===== src/rtl/core/periodic_scan_group_scheduler_unit_defines.svh =====
// assertion macros for the periodic scan group scheduler
// used by modules that carry concurrent checks; expects clk_i and rst_ni in scope
`ifndef PERIODIC_SCAN_GROUP_SCHEDULER_UNIT_DEFINES_SVH
`define PERIODIC_SCAN_GROUP_SCHEDULER_UNIT_DEFINES_SVH
`ifndef ASSERT_OFF
`define PSG_ASSERT(lbl, prop) \
  lbl: assert property (@(posedge clk_i) disable iff (!rst_ni) prop) \
    else $error("psg assertion failed");
`define PSG_ASSERT_NEVER(lbl, cond) \
  lbl: assert property (@(posedge clk_i) disable iff (!rst_ni) !(cond)) \
    else $error("psg forbidden condition seen");
`else
`define PSG_ASSERT(lbl, prop)
`define PSG_ASSERT_NEVER(lbl, cond)
`endif
`endif


===== src/rtl/core/psg_pkg.sv =====
// shared types and constants of the periodic scan group scheduler
// no dependencies
package psg_pkg;

  localparam int NUM_GROUPS   = 8;
  localparam int NUM_CHANNELS = 64;

  localparam int CH_W     = 6;
  localparam int PER_W    = 16;
  localparam int TIME_W   = 32;
  localparam int NEXT_W   = 7;
  localparam int TAG_W    = (NUM_GROUPS > 1) ? $clog2(NUM_GROUPS) : 1;
  localparam int GCNT_W   = $clog2(NUM_GROUPS + 1);
  localparam int CMDQ_DEPTH = 2;

  localparam logic [NEXT_W-1:0] LIST_END = NEXT_W'(NUM_CHANNELS);
  localparam logic [TIME_W-1:0] TIME_MAX = '1;

  typedef enum logic [1:0] {
    OP_ADD      = 2'd0,
    OP_REMOVE   = 2'd1,
    OP_SET_LINK = 2'd2,
    OP_SCAN     = 2'd3
  } op_e;

  typedef struct packed {
    op_e               op;
    logic [CH_W-1:0]   ch;
    logic              ch_ok;
    logic [PER_W-1:0]  period;
    logic [TIME_W-1:0] t;
    logic              link;
  } cmd_t;

  typedef struct packed {
    logic              strobe;
    logic [CH_W-1:0]   read_channel;
    logic              read_valid;
    logic              last_item;
    logic              status;
    logic [TIME_W-1:0] earliest_due;
    logic              earliest_valid;
  } res_t;

endpackage


===== src/rtl/core/psg_front.sv =====
// front end: takes commands and classifies them for the queue
// depends on psg_pkg
module psg_front import psg_pkg::*; (
  input  logic              start,
  output logic              busy,
  input  logic [1:0]        operation_i,
  input  logic [CH_W-1:0]   channel_id_i,
  input  logic [PER_W-1:0]  period_seconds_i,
  input  logic [TIME_W-1:0] time_seconds_i,
  input  logic              link_up_i,
  input  logic              q_full_i,
  output logic              push_o,
  output cmd_t              cmd_o
);

  assign busy   = q_full_i;
  assign push_o = start && !q_full_i;

  always_comb begin
    cmd_o.op     = op_e'(operation_i);
    cmd_o.ch     = channel_id_i;
    // channels past the table are ignored by the back end
    cmd_o.ch_ok  = ({1'b0, channel_id_i} < NEXT_W'(NUM_CHANNELS));
    // zero period behaves as one second
    cmd_o.period = (period_seconds_i == '0) ? PER_W'(1) : period_seconds_i;
    cmd_o.t      = time_seconds_i;
    cmd_o.link   = link_up_i;
  end

endmodule


===== src/rtl/core/psg_cmd_fifo.sv =====
// short command queue between front and back end
// depends on psg_pkg
module psg_cmd_fifo import psg_pkg::*; (
  input  logic clk_i,
  input  logic rst_ni,
  input  logic push_i,
  input  cmd_t data_i,
  input  logic pop_i,
  output cmd_t data_o,
  output logic full_o,
  output logic empty_o
);

  localparam int PTR_W = (CMDQ_DEPTH > 1) ? $clog2(CMDQ_DEPTH) : 1;
  localparam int CNT_W = $clog2(CMDQ_DEPTH + 1);

  cmd_t             ent_q [CMDQ_DEPTH];
  logic [PTR_W-1:0] wr_q, rd_q;
  logic [CNT_W-1:0] cnt_q;

  assign full_o  = (cnt_q == CNT_W'(CMDQ_DEPTH));
  assign empty_o = (cnt_q == '0);
  assign data_o  = ent_q[rd_q];

  always_ff @(posedge clk_i) begin
    if (push_i) begin
      ent_q[wr_q] <= data_i;
    end
  end

  always_ff @(posedge clk_i or negedge rst_ni) begin
    if (!rst_ni) begin
      wr_q  <= '0;
      rd_q  <= '0;
      cnt_q <= '0;
    end else begin
      if (push_i) begin
        wr_q <= (wr_q == PTR_W'(CMDQ_DEPTH - 1)) ? '0 : wr_q + 1'b1;
      end
      if (pop_i) begin
        rd_q <= (rd_q == PTR_W'(CMDQ_DEPTH - 1)) ? '0 : rd_q + 1'b1;
      end
      if (push_i && !pop_i) begin
        cnt_q <= cnt_q + 1'b1;
      end else if (pop_i && !push_i) begin
        cnt_q <= cnt_q - 1'b1;
      end
    end
  end

endmodule


===== src/rtl/core/psg_div.sv =====
// round-up unit: base + dividend rounded up to a multiple of divisor, saturated
// bit-serial remainder, one dividend bit per cycle; depends on psg_pkg
module psg_div import psg_pkg::*; (
  input  logic              clk_i,
  input  logic              rst_ni,
  input  logic              start_i,
  input  logic [TIME_W-1:0] dividend_i,
  input  logic [PER_W-1:0]  divisor_i,
  input  logic [TIME_W-1:0] base_i,
  output logic              done_o,
  output logic [TIME_W-1:0] result_o
);

  localparam int CNT_W = $clog2(TIME_W);

  typedef enum logic [1:0] {
    D_IDLE,
    D_RUN,
    D_FIN
  } dst_e;

  dst_e              st_q;
  logic [CNT_W-1:0]  cnt_q;
  logic [TIME_W-1:0] sh_q, d_q, base_q;
  logic [PER_W-1:0]  div_q;
  logic [PER_W:0]    rem_q;
  logic [PER_W:0]    rem_sh, rem_d;
  logic [TIME_W+1:0] sum;

  always_comb begin
    rem_sh = {rem_q[PER_W-1:0], sh_q[TIME_W-1]};
    rem_d  = (rem_sh >= {1'b0, div_q}) ? rem_sh - {1'b0, div_q} : rem_sh;
    sum    = {2'b00, base_q} + {2'b00, d_q} +
             ((rem_q != '0) ? (TIME_W+2)'(div_q - rem_q[PER_W-1:0]) : '0);
  end

  always_ff @(posedge clk_i or negedge rst_ni) begin
    if (!rst_ni) begin
      st_q     <= D_IDLE;
      cnt_q    <= '0;
      sh_q     <= '0;
      d_q      <= '0;
      base_q   <= '0;
      div_q    <= '0;
      rem_q    <= '0;
      done_o   <= 1'b0;
      result_o <= '0;
    end else begin
      done_o <= (st_q == D_FIN);
      unique case (st_q)
        D_IDLE: begin
          if (start_i) begin
            sh_q   <= dividend_i;
            d_q    <= dividend_i;
            base_q <= base_i;
            div_q  <= divisor_i;
            rem_q  <= '0;
            cnt_q  <= '0;
            st_q   <= D_RUN;
          end
        end
        D_RUN: begin
          rem_q <= rem_d;
          sh_q  <= {sh_q[TIME_W-2:0], 1'b0};
          cnt_q <= cnt_q + 1'b1;
          if (cnt_q == CNT_W'(TIME_W - 1)) begin
            st_q <= D_FIN;
          end
        end
        D_FIN: begin
          result_o <= (sum > {2'b00, TIME_MAX}) ? TIME_MAX : sum[TIME_W-1:0];
          st_q     <= D_IDLE;
        end
        default: st_q <= D_IDLE;
      endcase
    end
  end

endmodule


===== src/rtl/core/psg_back.sv =====
// back end: group table, member lists, scan walk and result drain
// depends on psg_pkg, psg_div and the assertion macro header
`include "periodic_scan_group_scheduler_unit_defines.svh"
module psg_back import psg_pkg::*; (
  input  logic clk_i,
  input  logic rst_ni,
  input  logic q_empty_i,
  input  cmd_t q_cmd_i,
  output logic pop_o,
  output res_t res_o
);

  typedef enum logic [4:0] {
    S_IDLE,
    S_TO_MG,
    S_TO_GRP,
    S_TO_HEAD,
    S_TO_RD,
    S_TO_CHK,
    S_TO_CLR,
    S_TO_DROP,
    S_AD_SRCH,
    S_AD_WAIT,
    S_AD_LINK1,
    S_AD_LINK2,
    S_SC_SLOT,
    S_SC_CHK,
    S_SC_WAIT,
    S_SC_HEAD,
    S_SC_RD,
    S_SC_NX,
    S_SC_EARLY,
    S_DR_START,
    S_DR_RD,
    S_DR_EM,
    S_RESULT
  } st_e;

  st_e               state_q;
  cmd_t              cmd_q;
  logic [TAG_W-1:0]  tag_q;
  logic [GCNT_W-1:0] slot_q, count_q;
  logic [NEXT_W-1:0] cur_q, prev_q, steps_q, nbuf_q, k_q;
  logic              status_q;
  logic              due_known_q;
  logic [TIME_W-1:0] due_time_q;
  logic [TAG_W-1:0]  order_q [NUM_GROUPS];
  logic [NUM_GROUPS-1:0]   tag_used_q;
  logic [NUM_CHANNELS-1:0] link_q, mg_vld_q;
  res_t              res_q;

  // per-group attributes, indexed by a stable tag
  logic [PER_W-1:0]  grp_per_q  [NUM_GROUPS];
  logic [TIME_W-1:0] grp_due_q  [NUM_GROUPS];
  logic [NEXT_W-1:0] grp_head_q [NUM_GROUPS];
  logic [NEXT_W-1:0] grp_tail_q [NUM_GROUPS];

  // memories
  logic [NEXT_W-1:0] mn_mem  [NUM_CHANNELS];
  logic [GCNT_W-1:0] mg_mem  [NUM_CHANNELS];
  logic [CH_W-1:0]   buf_mem [NUM_CHANNELS];
  logic [NEXT_W-1:0] nx_rd_q;
  logic [GCNT_W-1:0] mg_rd_q;
  logic [CH_W-1:0]   buf_rd_q;

  logic [TAG_W-1:0]  rd_tag, free_tag;
  logic [PER_W-1:0]  per_r;
  logic [TIME_W-1:0] due_r;
  logic [NEXT_W-1:0] head_r, tail_r;
  logic [GCNT_W-1:0] drop_pos;
  logic              found_ch, walk_end, head_empty, tail_hit, slot_live;
  logic              due_upd, mg_hit;
  logic              res_fire;

  logic              mn_we;
  logic [CH_W-1:0]   mn_waddr;
  logic [NEXT_W-1:0] mn_wdata;
  logic              per_we, due_we, head_we, tail_we;
  logic [NEXT_W-1:0] head_wdata, tail_wdata;
  logic              buf_we;

  logic              div_start, div_done;
  logic [TIME_W-1:0] div_dvd, div_base, div_res;
  logic [PER_W-1:0]  div_per;

  assign rd_tag = (state_q == S_AD_SRCH) ? order_q[slot_q[TAG_W-1:0]] : tag_q;
  assign per_r  = grp_per_q[rd_tag];
  assign due_r  = grp_due_q[rd_tag];
  assign head_r = grp_head_q[rd_tag];
  assign tail_r = grp_tail_q[rd_tag];

  // a new group rounds with its own period, a scan with the group's
  assign div_per = (state_q == S_AD_SRCH) ? cmd_q.period : per_r;

  assign found_ch   = (cur_q[CH_W-1:0] == cmd_q.ch);
  assign walk_end   = (cur_q >= LIST_END) || (steps_q >= NEXT_W'(NUM_CHANNELS));
  assign head_empty = (head_r >= LIST_END);
  assign tail_hit   = (tail_r == {1'b0, cmd_q.ch});
  assign slot_live  = (slot_q < count_q);
  assign due_upd    = !due_known_q || (due_time_q > due_r);
  assign mg_hit     = mg_vld_q[cmd_q.ch] && (mg_rd_q != '0);
  assign pop_o      = (state_q == S_IDLE) && !q_empty_i;
  assign res_fire   = ((state_q == S_DR_START) && (nbuf_q == '0)) ||
                      (state_q == S_DR_EM) || (state_q == S_RESULT);

  always_comb begin
    free_tag = '0;
    for (int k = NUM_GROUPS - 1; k >= 0; k--) begin
      if (!tag_used_q[k]) begin
        free_tag = TAG_W'(k);
      end
    end
  end

  always_comb begin
    drop_pos = '0;
    for (int k = NUM_GROUPS - 1; k >= 0; k--) begin
      if ((order_q[k] == tag_q) && (GCNT_W'(k) < count_q)) begin
        drop_pos = GCNT_W'(k);
      end
    end
  end

  // write strobes for memories and the group table
  always_comb begin
    mn_we      = 1'b0;
    mn_waddr   = cmd_q.ch;
    mn_wdata   = LIST_END;
    per_we     = 1'b0;
    due_we     = 1'b0;
    head_we    = 1'b0;
    tail_we    = 1'b0;
    head_wdata = LIST_END;
    tail_wdata = LIST_END;
    buf_we     = 1'b0;
    div_start  = 1'b0;
    div_dvd    = cmd_q.t;
    div_base   = '0;
    unique case (state_q)
      S_TO_CHK: begin
        if (found_ch) begin
          if (prev_q == LIST_END) begin
            head_we    = 1'b1;
            head_wdata = nx_rd_q;
          end else begin
            mn_we    = 1'b1;
            mn_waddr = prev_q[CH_W-1:0];
            mn_wdata = nx_rd_q;
          end
          if (tail_hit) begin
            tail_we    = 1'b1;
            tail_wdata = prev_q;
          end
        end
      end
      S_AD_SRCH: begin
        if (!(slot_live && per_r == cmd_q.period) && !slot_live &&
            (count_q < GCNT_W'(NUM_GROUPS))) begin
          div_start = 1'b1;
        end
      end
      S_AD_WAIT: begin
        if (div_done) begin
          per_we  = 1'b1;
          due_we  = 1'b1;
          head_we = 1'b1;
          tail_we = 1'b1;
        end
      end
      S_AD_LINK1: begin
        mn_we = 1'b1;
      end
      S_AD_LINK2: begin
        if (head_empty) begin
          head_we    = 1'b1;
          head_wdata = {1'b0, cmd_q.ch};
        end else if (tail_r < LIST_END) begin
          mn_we    = 1'b1;
          mn_waddr = tail_r[CH_W-1:0];
          mn_wdata = {1'b0, cmd_q.ch};
        end
        tail_we    = 1'b1;
        tail_wdata = {1'b0, cmd_q.ch};
      end
      S_SC_CHK: begin
        div_dvd  = cmd_q.t - due_r;
        div_base = due_r;
        if (cmd_q.t > due_r) begin
          div_start = 1'b1;
        end
      end
      S_SC_WAIT: begin
        due_we = div_done;
      end
      S_SC_NX: begin
        buf_we = link_q[cur_q[CH_W-1:0]] && (nbuf_q < NEXT_W'(NUM_CHANNELS));
      end
      default: begin
      end
    endcase
  end

  psg_div u_div (
    .clk_i      (clk_i),
    .rst_ni     (rst_ni),
    .start_i    (div_start),
    .dividend_i (div_dvd),
    .divisor_i  (div_per),
    .base_i     (div_base),
    .done_o     (div_done),
    .result_o   (div_res)
  );

  always_ff @(posedge clk_i) begin
    if (per_we) begin
      grp_per_q[tag_q] <= cmd_q.period;
    end
    if (due_we) begin
      grp_due_q[tag_q] <= div_res;
    end
    if (head_we) begin
      grp_head_q[tag_q] <= head_wdata;
    end
    if (tail_we) begin
      grp_tail_q[tag_q] <= tail_wdata;
    end
  end

  always_ff @(posedge clk_i) begin
    if (mn_we) begin
      mn_mem[mn_waddr] <= mn_wdata;
    end
    nx_rd_q <= mn_mem[cur_q[CH_W-1:0]];
  end

  always_ff @(posedge clk_i) begin
    if (state_q == S_AD_LINK1) begin
      mg_mem[cmd_q.ch] <= GCNT_W'(tag_q) + 1'b1;
    end
    mg_rd_q <= mg_mem[cmd_q.ch];
  end

  always_ff @(posedge clk_i) begin
    if (buf_we) begin
      buf_mem[nbuf_q[CH_W-1:0]] <= cur_q[CH_W-1:0];
    end
    buf_rd_q <= buf_mem[k_q[CH_W-1:0]];
  end

  always_ff @(posedge clk_i or negedge rst_ni) begin
    if (!rst_ni) begin
      state_q     <= S_IDLE;
      cmd_q       <= '0;
      tag_q       <= '0;
      slot_q      <= '0;
      count_q     <= '0;
      cur_q       <= '0;
      prev_q      <= '0;
      steps_q     <= '0;
      nbuf_q      <= '0;
      k_q         <= '0;
      status_q    <= 1'b0;
      due_known_q <= 1'b0;
      due_time_q  <= '0;
      tag_used_q  <= '0;
      link_q      <= '0;
      mg_vld_q    <= '0;
      res_q       <= '0;
      for (int k = 0; k < NUM_GROUPS; k++) begin
        order_q[k] <= '0;
      end
    end else begin
      res_q.strobe <= res_fire;
      unique case (state_q)
        S_IDLE: begin
          if (!q_empty_i) begin
            cmd_q    <= q_cmd_i;
            status_q <= 1'b0;
            priority if (q_cmd_i.op == OP_SCAN) begin
              due_known_q <= 1'b0;
              due_time_q  <= '0;
              slot_q      <= '0;
              nbuf_q      <= '0;
              state_q     <= S_SC_SLOT;
            end else if (!q_cmd_i.ch_ok) begin
              state_q <= S_RESULT;
            end else if (q_cmd_i.op == OP_SET_LINK) begin
              link_q[q_cmd_i.ch] <= q_cmd_i.link;
              state_q            <= S_RESULT;
            end else begin
              state_q <= S_TO_MG;
            end
          end
        end
        S_TO_MG: state_q <= S_TO_GRP;
        S_TO_GRP: begin
          prev_q  <= LIST_END;
          steps_q <= '0;
          slot_q  <= '0;
          if (mg_hit) begin
            tag_q   <= TAG_W'(mg_rd_q - 1'b1);
            state_q <= S_TO_HEAD;
          end else begin
            state_q <= (cmd_q.op == OP_ADD) ? S_AD_SRCH : S_RESULT;
          end
        end
        S_TO_HEAD: begin
          cur_q   <= head_r;
          state_q <= S_TO_RD;
        end
        S_TO_RD: state_q <= walk_end ? S_TO_CLR : S_TO_CHK;
        S_TO_CHK: begin
          if (found_ch) begin
            state_q <= S_TO_CLR;
          end else begin
            prev_q  <= cur_q;
            cur_q   <= nx_rd_q;
            steps_q <= steps_q + 1'b1;
            state_q <= S_TO_RD;
          end
        end
        S_TO_CLR: begin
          mg_vld_q[cmd_q.ch] <= 1'b0;
          state_q            <= S_TO_DROP;
        end
        S_TO_DROP: begin
          // an emptied group leaves the creation order, later ones move down
          if (head_empty) begin
            tag_used_q[tag_q] <= 1'b0;
            for (int k = 0; k < NUM_GROUPS - 1; k++) begin
              if (GCNT_W'(k) >= drop_pos) begin
                order_q[k] <= order_q[k+1];
              end
            end
            count_q <= count_q - 1'b1;
          end
          state_q <= (cmd_q.op == OP_ADD) ? S_AD_SRCH : S_RESULT;
        end
        S_AD_SRCH: begin
          if (slot_live) begin
            if (per_r == cmd_q.period) begin
              tag_q   <= rd_tag;
              state_q <= S_AD_LINK1;
            end else begin
              slot_q <= slot_q + 1'b1;
            end
          end else if (count_q >= GCNT_W'(NUM_GROUPS)) begin
            status_q <= 1'b1;
            state_q  <= S_RESULT;
          end else begin
            tag_q   <= free_tag;
            state_q <= S_AD_WAIT;
          end
        end
        S_AD_WAIT: begin
          if (div_done) begin
            tag_used_q[tag_q]                 <= 1'b1;
            order_q[count_q[TAG_W-1:0]]       <= tag_q;
            count_q                           <= count_q + 1'b1;
            state_q                           <= S_AD_LINK1;
          end
        end
        S_AD_LINK1: begin
          mg_vld_q[cmd_q.ch] <= 1'b1;
          state_q            <= S_AD_LINK2;
        end
        S_AD_LINK2: begin
          if (due_upd) begin
            due_time_q  <= due_r;
            due_known_q <= 1'b1;
          end
          state_q <= S_RESULT;
        end
        S_SC_SLOT: begin
          if (slot_live) begin
            tag_q   <= order_q[slot_q[TAG_W-1:0]];
            state_q <= S_SC_CHK;
          end else begin
            state_q <= S_DR_START;
          end
        end
        S_SC_CHK: begin
          priority if (cmd_q.t > due_r) begin
            state_q <= S_SC_WAIT;
          end else if (cmd_q.t == due_r) begin
            state_q <= S_SC_HEAD;
          end else begin
            state_q <= S_SC_EARLY;
          end
        end
        S_SC_WAIT: begin
          if (div_done) begin
            state_q <= S_SC_HEAD;
          end
        end
        S_SC_HEAD: begin
          cur_q   <= head_r;
          steps_q <= '0;
          state_q <= S_SC_RD;
        end
        S_SC_RD: state_q <= walk_end ? S_SC_EARLY : S_SC_NX;
        S_SC_NX: begin
          if (buf_we) begin
            nbuf_q <= nbuf_q + 1'b1;
          end
          cur_q   <= nx_rd_q;
          steps_q <= steps_q + 1'b1;
          state_q <= S_SC_RD;
        end
        S_SC_EARLY: begin
          if (due_upd) begin
            due_time_q  <= due_r;
            due_known_q <= 1'b1;
          end
          slot_q  <= slot_q + 1'b1;
          state_q <= S_SC_SLOT;
        end
        S_DR_START: begin
          k_q <= '0;
          if (nbuf_q == '0) begin
            res_q.read_channel   <= '0;
            res_q.read_valid     <= 1'b0;
            res_q.last_item      <= 1'b1;
            res_q.status         <= 1'b0;
            res_q.earliest_due   <= due_known_q ? due_time_q : '0;
            res_q.earliest_valid <= due_known_q;
            state_q              <= S_IDLE;
          end else begin
            state_q <= S_DR_RD;
          end
        end
        S_DR_RD: state_q <= S_DR_EM;
        S_DR_EM: begin
          res_q.read_channel   <= buf_rd_q;
          res_q.read_valid     <= 1'b1;
          res_q.last_item      <= (k_q + 1'b1 == nbuf_q);
          res_q.status         <= 1'b0;
          res_q.earliest_due   <= due_known_q ? due_time_q : '0;
          res_q.earliest_valid <= due_known_q;
          k_q                  <= k_q + 1'b1;
          state_q              <= (k_q + 1'b1 == nbuf_q) ? S_IDLE : S_DR_RD;
        end
        S_RESULT: begin
          res_q.read_channel   <= '0;
          res_q.read_valid     <= 1'b0;
          res_q.last_item      <= 1'b1;
          res_q.status         <= status_q;
          res_q.earliest_due   <= due_known_q ? due_time_q : '0;
          res_q.earliest_valid <= due_known_q;
          state_q              <= S_IDLE;
        end
        default: state_q <= S_IDLE;
      endcase
    end
  end

  assign res_o = res_q;

  `PSG_ASSERT(a_count_max, count_q <= GCNT_W'(NUM_GROUPS))
  `PSG_ASSERT(a_tags_match_count, $countones(tag_used_q) == int'(count_q))
  `PSG_ASSERT(a_plain_is_last, res_q.strobe && !res_q.read_valid |-> res_q.last_item)
  `PSG_ASSERT(a_div_awaited, div_done |-> (state_q == S_AD_WAIT || state_q == S_SC_WAIT))
  `PSG_ASSERT(a_buf_bound, nbuf_q <= NEXT_W'(NUM_CHANNELS))

endmodule


===== src/rtl/core/periodic_scan_group_scheduler_unit.sv =====
// top level of the periodic scan group scheduler
// depends on psg_pkg, psg_front, psg_cmd_fifo, psg_back (and psg_div below it)
//
//  channel   direction  handshake             payload
//  command   in         start / busy          operation, channel_id, period_seconds,
//                                             time_seconds, link_up
//  result    out        result_valid_o strobe read_channel, read_valid, last_item,
//                                             status, earliest_due, earliest_valid
//
// add/remove walk the member list to unlink the channel, passing each member ahead of it,
// an add also compares the groups one by one, and opening a group waits on the round-up
// a scan checks each group in turn, advances an overdue group through the round-up,
// walks the members of each due group, then drains the buffered reads word by word
// the serial round-up unit (one time bit per cycle) and the list walks set how long each command runs
// reset clears groups, membership and link flags at once; no sweep is needed
// busy only rises when the two-entry command queue is full
// result words cannot be held off by the receiver
module periodic_scan_group_scheduler_unit import psg_pkg::*; (
  input  logic              clk_i,
  input  logic              rst_ni,
  input  logic              start,
  output logic              busy,
  input  logic [1:0]        operation_i,
  input  logic [CH_W-1:0]   channel_id_i,
  input  logic [PER_W-1:0]  period_seconds_i,
  input  logic [TIME_W-1:0] time_seconds_i,
  input  logic              link_up_i,
  output logic              result_valid_o,
  output logic [CH_W-1:0]   read_channel_o,
  output logic              read_valid_o,
  output logic              last_item_o,
  output logic              status_o,
  output logic [TIME_W-1:0] earliest_due_o,
  output logic              earliest_valid_o
);

  // classified command going into the queue
  cmd_t front_cmd;
  logic front_push;
  // queue head seen by the back end
  cmd_t q_cmd;
  logic q_full, q_empty, q_pop;
  // registered result word
  res_t res;

  psg_front u_front (
    .start            (start),
    .busy             (busy),
    .operation_i      (operation_i),
    .channel_id_i     (channel_id_i),
    .period_seconds_i (period_seconds_i),
    .time_seconds_i   (time_seconds_i),
    .link_up_i        (link_up_i),
    .q_full_i         (q_full),
    .push_o           (front_push),
    .cmd_o            (front_cmd)
  );

  psg_cmd_fifo u_fifo (
    .clk_i   (clk_i),
    .rst_ni  (rst_ni),
    .push_i  (front_push),
    .data_i  (front_cmd),
    .pop_i   (q_pop),
    .data_o  (q_cmd),
    .full_o  (q_full),
    .empty_o (q_empty)
  );

  // back end runs one command at a time: link flag update, unlink, group search or open,
  // link, or the scan walk that buffers reads and then drains them
  psg_back u_back (
    .clk_i     (clk_i),
    .rst_ni    (rst_ni),
    .q_empty_i (q_empty),
    .q_cmd_i   (q_cmd),
    .pop_o     (q_pop),
    .res_o     (res)
  );

  assign result_valid_o   = res.strobe;
  assign read_channel_o   = res.read_channel;
  assign read_valid_o     = res.read_valid;
  assign last_item_o      = res.last_item;
  assign status_o         = res.status;
  assign earliest_due_o   = res.earliest_due;
  assign earliest_valid_o = res.earliest_valid;

endmodule


===== config.mk =====
export PLATFORM = sky130hd
export DESIGN_NAME = periodic_scan_group_scheduler_unit
export DESIGN_NICKNAME = d
export VERILOG_FILES = /design/src/rtl/core/psg_pkg.sv /design/src/rtl/core/psg_front.sv /design/src/rtl/core/psg_cmd_fifo.sv /design/src/rtl/core/psg_div.sv /design/src/rtl/core/psg_back.sv /design/src/rtl/core/periodic_scan_group_scheduler_unit.sv
export VERILOG_INCLUDE_DIRS = /design/src /design/src/rtl/core
export SDC_FILE = /design/constraint.sdc
export NUM_CORES = 2
export LEC_CHECK = 0
export BUFFER_PORTS_ARGS = -buffer_cell sky130_fd_sc_hd__buf_2
export CAP_MARGIN = 25
export CORE_MARGIN = 2
export CORE_UTILIZATION = 40
export CTS_CLUSTER_SIZE = 8
export DETAILED_ROUTE_END_ITERATION = 7
export PLACE_DENSITY_LB_ADDON = 0.05
export SYNTH_ARGS = -nofsm -noshare
export SYNTH_HDL_FRONTEND = slang
export SYNTH_SLANG_ARGS = --single-unit

===== constraint.sdc =====
create_clock -name clk_i -period 10.7 [get_ports clk_i]
set_input_delay 2.14 -clock clk_i [delete_from_list [all_inputs] [get_ports clk_i]]
set_output_delay 2.14 -clock clk_i [all_outputs]
set_load 0.02 [all_outputs]

# Word-level counts from Yosys, hierarchy flattened
# Memory sizes are Yosys's and may differ from the RTL's. A register that Yosys moved wholly into a read port is not among the register bits.
# Cells that the tools add are included.
# totals
input_bits	60
n_memories	8
regBits	517
elab_cells	450
mem_bits_rw	1698
out_inout_bits	44
# memory_table
name	words	width	rd	rd_ports_with_merged_regs	wr	line	text
u_back.mn_mem	64	7	1	1	1	psg_back.sv:59	logic [NEXT_W-1:0] mn_mem [NUM_CHANNELS];
u_back.buf_mem	64	6	1	1	1	psg_back.sv:61	logic [CH_W-1:0] buf_mem [NUM_CHANNELS];
u_back.grp_due_q	8	32	1	0	1	psg_back.sv:54	logic [TIME_W-1:0] grp_due_q [NUM_GROUPS];
u_back.mg_mem	64	4	1	1	1	psg_back.sv:60	logic [GCNT_W-1:0] mg_mem [NUM_CHANNELS];
u_back.grp_per_q	8	16	1	0	1	psg_back.sv:53	logic [PER_W-1:0] grp_per_q [NUM_GROUPS];
u_fifo.ent_q	2	57	1	0	1	psg_cmd_fifo.sv:17	cmd_t ent_q [CMDQ_DEPTH];
2 more memories	-	-	-	-	-	-	
# op_classes
n_mux	180
bitwise	10
n_addsub	18
order_cmp	37
reduce_logical	83
n_eq_ne	68
# op_table
cell	n
$mux W32	8
$pmux W32 S2	2
$pmux W64 S2	1
$pmux W42 S3	1
$mux W7	15
$pmux W5 S21	1
$mux W3	32
$mux W5	17
$pmux W7 S2	6
$and A64 B64 Y64	1
$bwmux W64	1
$gt A32 B32 Y1	2
$not A64 Y64	1
$or A64 B64 Y64	1
$reduce_and A4 Y1	11
$mux W1	43
$mux W42	1
$pmux W21 S2	1
$pmux W7 S3	2
$eq A5 B4 Y1 const B	8
$eq A5 B5 Y1 const B	8
$add A33 B34 Y34	1
$gt A34 B32 Y1 const B	1
$mux W17	2
other kinds (90)	229

# Logic depth before layout (Yosys ltp)
# An unclocked memory read counts as a cell.
# depth
depth_word	15
mapped_depth	30
ltp_nobuf	26

# By module
# A second synthesis with hierarchy kept.
# hier_totals
cells_unflattened	7277
area_unflattened_um2	98987.4
# by_module_without_submodules
module	cells_per_inst	seq_area_each_um2	n_inst	area_each_um2
psg_back	5666	56514.2	1	82526.6
psg_div	1349	4229.1	1	11619.9
psg_cmd_fifo	197	3583.4	1	4418.0
psg_front	65	0.0	1	422.9

# Least setup slack after synthesis
# Ideal clock, no wire load.
# synth_path
kind	reg2reg
from	register u_back.slot_q[0]
to	register u_back.u_div.sh_q[10]
required_ps	10605
period_less_slack_ps	6239
stages_incl_launch_ff	31
setup_ps	95
path_slack_ps	4461
n_path_buf	11
arrival_ps	6144
path_cell_list	dfrtp_1 -> buf_6 -> buf_8 -> mux2i_1 -> mux4_2 -> o21ai_4 -> buf_6 -> buf_4 -> buf_2 -> buf_2 -> buf_2 -> buf_1 -> nand3_1 -> nand3_1 -> nand2_1 -> ha_1 -> fa_1 -> nor2b_1 -> o21ai_0 -> a21boi_0 -> o21ai_0 -> a21boi_0 -> o211ai_1 -> a211o_1 -> a21oi_1 -> or3_1 -> clkbuf_1 -> clkbuf_1 -> clkbuf_1 -> nor2_1 -> o31ai_1
# synth_via
elab_chain_len	15
word_cells_on_any_way	24
# synth_rtl
item	line	text
start, declared	psg_back.sv:42	logic [GCNT_W-1:0] slot_q, count_q;
start signal, assigned	psg_back.sv:345	slot_q <= slot_q + 1'b1;
start signal, assigned	psg_back.sv:415	slot_q <= slot_q + 1'b1;
branches (longest 15 deep; another with $mem_v2 Z8 W32)	-	
end signal, assigned	psg_div.sv:53	sh_q <= dividend_i;
end signal, assigned	psg_div.sv:64	sh_q <= {sh_q[TIME_W-2:0], 1'b0};
end, declared	psg_div.sv:24	logic [TIME_W-1:0] sh_q, d_q, base_q;
# Several ways; the timed one is not identified. The select of a mux whose other input is x is not followed.
# A chain may end at the register's enable or synchronous reset.

# Worst setup path after layout
# layout_path
from	register u_back.u_div.rem_q[0]
to	register u_back.u_div.result_o[27]
# layout_via
elab_chain_len	5
word_cells_on_any_way	6
# layout_rtl
item	line	text
start, declared	psg_div.sv:26	logic [PER_W:0] rem_q;
start signal, assigned	psg_div.sv:63	rem_q <= rem_d;
$sub A16 B16 Y17 / $reduce_bool A17 Y1 (equally long branches)	psg_div.sv:34	((rem_q != '0) ? (TIME_W+2)'(div_q - rem_q[PER_W-1:0]) : '0);
$mux W34 *	psg_div.sv:34	
$add A33 B34 Y34 *	psg_div.sv:33	sum = {2'b00, base_q} + {2'b00, d_q} +
$gt A34 B32 Y1	psg_div.sv:71	result_o <= (sum > {2'b00, TIME_MAX}) ? TIME_MAX : sum[TIME_W-1:0];
$mux W32 *	psg_div.sv:71	
end signal, assigned	psg_div.sv:71	
end, declared	psg_div.sv:11	output logic [TIME_W-1:0] result_o
# Mark *: on every way between the ends. The rest lies on a longest branch, timed or not.

==> impl_metrics.tcl <==
set metrics [dict create \
    grt-ovfl-total 0 \
    worst_slack_ns 3.19 \
    clk_pin_slew_ns 0.06 \
    fmax_mhz 133 \
    cp-start-kind "flop" \
    fin_nets 7391 \
    hold_class "flop to flop" \
    drv_slew 0 \
    cts_num_sinks 2232 \
    cp_slowest_cell "or4b_2" \
    cts_resized 0 \
    async_flop_share_pct 23.2 \
    grt_max_degree 146 \
    period_minus_slack_ns 7.51 \
    die_h_um 498 \
    synth_fp_nets 7219 \
    track_usage_pct 22.6 \
    drv_cap 0 \
    crit_type "flop to flop" \
    final.setup.tns_ns 0 \
    globalplace.congestion 0.862 \
    place_ws_ns 3.11 \
    antenna_found_initial 15 \
    cts_tree "done" \
    endpoint_kind "flop" \
    layout_commonest_cell "edfxtp_1" \
    final_antenna_net_count 0 \
    syn_inst 6977 \
    synth.distinct_cells 101 \
    timing.final.crit_share_pct 70.2 \
    finalCoreUtilization_pct 45.9 \
    cp_data_required_time_ns 11.50 \
    status "completed" \
    via_per_inst 5.64 \
    io_buffers 103 \
    remaining_drc_errors 0 \
    cts_hold_buf 0 \
    rsz0062_at_grt "false" \
    fillers 21643 \
    cp_max_fo 32 \
    initial_utilization_pct 40.2 \
    mostFrequentLayoutCells "1698 x edfxtp_1, 777 x nand2_1, 548 x nor2_1" \
    dr.pass1.iters 5 \
    netlist_area_um2 97700 \
    avgSynthCellArea_um2 14.0 \
    vias 59478 \
    cpMostUsedCell "a21oi_1" \
    ys_seq_area_share_pct 65.8 \
    setup_viol 0 \
    synth_edf_count 1698 \
    clockBufferDepth 4 \
    drive_above_1_share_pct 15.6 \
    ir_drop_mv 0.218 \
    cellPowerDensity_nw_per_um2 302 \
    grt_pass1_wl_um 418000 \
    synth_ff_type "edfxtp_1" \
    path_cells "ha_1 > fa_1 > nor2b_1 > o21ai_0 > a21boi_0 > o2111ai_1 > a31oi_1 > a21oi_1 > a21oi_1 > buf_4 > inv_1 > fa_1 > ha_1 > a21oi_1 > o21ai_0 > a21oi_1 > inv_1 > a2111oi_0 > a211oi_1 > o211ai_1 > or4b_2 > o32a_1" \
    dieArea_um2 248000 \
    core-area_um2 243000 \
    final-hold-violation-count 0 \
    insertion_delay_ns 0.96 \
    leakage_nw 39.9 \
    fp.dieW_um 498 \
    skew_ns 0.102 \
    first_iter_violations 4877 \
    wl_per_cell_um 26.8 \
    first_global_vias 60506 \
    wirelength_um 282000 \
    cts_buffers 331 \
    cpPeakStageDelay_ns 1.03 \
    post_cts_buffers 0 \
    cts_root_buf "clkbuf_16" \
    critical_path_arrival_ns 8.31 \
    ys_warn_count 0 \
    htreeDepth 5 \
    ys_ff_latch 2232 \
    area_growth_pct 14.1 \
    max_slew_margin_pct 25.6 \
    tightest_slew_ns 1.11 \
    top_level_ports 104 \
    fp-row-count 181 \
    hpwl_um 180000 \
]
==> state kept, by name, indices dropped and copies added (netlist names), 16 cells and up, named ones only <==
signal,cells
u_back.mn_mem,448
u_back.link_q,64
u_back.due_time_q,32
u_back.mg_mem,256
u_back.grp_due_q,256
u_fifo.ent_q,114
u_back.grp_tail_q,56
u_back.u_div.d_q,32
u_back.u_div.sh_q,32
u_back.order_q,24
u_back.u_div.rem_q,17
u_back.grp_head_q,56
u_back.u_div.base_q,32
u_back.cmd_q,56
u_back.res_o,43
u_back.u_div.result_o,32
u_back.buf_mem,384
u_back.grp_per_q,128
u_back.u_div.div_q,16
==> per-stage QoR <==
| step | cells | area (µm²) | hold WS [ns] | power (mW) |
|---|---|---|---|---|
| floorplan | 6977 | 97700 | 0.427 | 19.8 |
| global placement | 10000 | 102000 | 0.437 | 24.5 |
| detailed placement | 10008 | 102000 | 0.435 | 24.5 |
| CTS | 10526 | 111000 | 0.446 | 34.0 |
| global route | 10537 | 111000 | 0.456 | 35.5 |
| finish | 10539 | 111000 | 0.445 | 33.6 |
==> cell usage after synthesis, drive strengths merged, types with 27 or more instances <==
cell       n  area share (%)
and3      68            0.44
xor2      51            0.46
nand3    242             1.2
xnor2     83            0.74
nand2b    41            0.28
ha       146             1.9
or3       36            0.23
inv      159            0.61
o211ai    37            0.28
edfxtp  1698              52
a22oi     91            0.70
nor2b     43            0.28
nand2    778             3.0
mux4     332             7.7
nor3      68            0.35
nor4      28            0.19
fa        36            0.74
a22o      73            0.65
o21a      27            0.21
o31ai     63            0.50
a211oi    46            0.37
a21o      83            0.64
mux2      97             1.1
a31oi     80            0.51
o22a      36            0.32
o21ai    379             2.0
clkbuf   312             1.2
dfrtp    517              13
a21oi    192             1.0
mux2i    143             1.5
buf      113            0.58
nor2     571             2.2
a221oi    36            0.33
nand4     43            0.28
==> kinds of logic after synthesis <==
kind of cell | Yosys count | synth area share (%)
flip-flops | 2232 | 65.8
AND/OR/NAND/NOR | 1980 | 8.93
AO/OA/AOI/OAI | 1291 | 8.83
buffers and inverters | 586 | 2.40
multiplexers | 572 | 10.3
adder cells (fa/ha/maj) | 182 | 2.61
XOR/XNOR | 134 | 1.20
==> worst paths after layout <==
check	from	end	slack (ns)	cells past startpoint
max	u_back.u_div.rem_q[0]	u_back.u_div.result_o[27]	3.19	22
max reg2reg	u_back.u_div.rem_q[0]	u_back.u_div.result_o[27]	3.19	22
max in group asynchronous	rst_ni	u_back.cmd_q[51]	7.53	3
min reg2reg	u_back.buf_rd_q[0]	u_back.res_o[36]	0.44	1
min	u_back.buf_rd_q[0]	u_back.res_o[36]	0.44	1
min in group asynchronous	rst_ni	u_back.u_div.base_q[28]	1.16	1
==> layer usage <==
layer | track usage [%] | vias to the layer above | part of all wire [%]
met5 | 0 | - | 0.018
met4 | 6.56 | 10 | 2.9
met3 | 2.90 | 472 | 4.1
met2 | 37.4 | 1487 | 49
met1 | 31.1 | 30645 | 44
li1 | - | 26864 | -
==> layout make-up <==
class | instances | area, µm² | area share (%)
antenna | 3 | 7.51 | 0.00674
clock buffer | 506 | 9080 | 8.14
clock inverter | 12 | 165 | 0.148
inverter | 161 | 606 | 0.543
multi-input combinational | 4159 | 31400 | 28.1
sequential | 2232 | 64300 | 57.7
tap | 3202 | 4010 | 3.59
timing repair buffer | 264 | 1940 | 1.74
==> report_power, final <==
part           leakage, nW  switching (mW)  internal (mW)
logic                 13.0            8.04           4.67
registers             22.5            1.02           10.4
clock network         4.44            3.68           5.75
total                 39.9            12.7           20.9
==> worst max-delay path: cells and delay by family, from the launching register on <==
family	cells	cell delay (ns)
AOI/OAI and AO/OA	13	3.53
buffers and inverters	3	0.63
and+or+nand+nor	2	1.19
DFF	1	0.46
adders and majority gates	4	1.58
(Power assumes the default switching activity.)
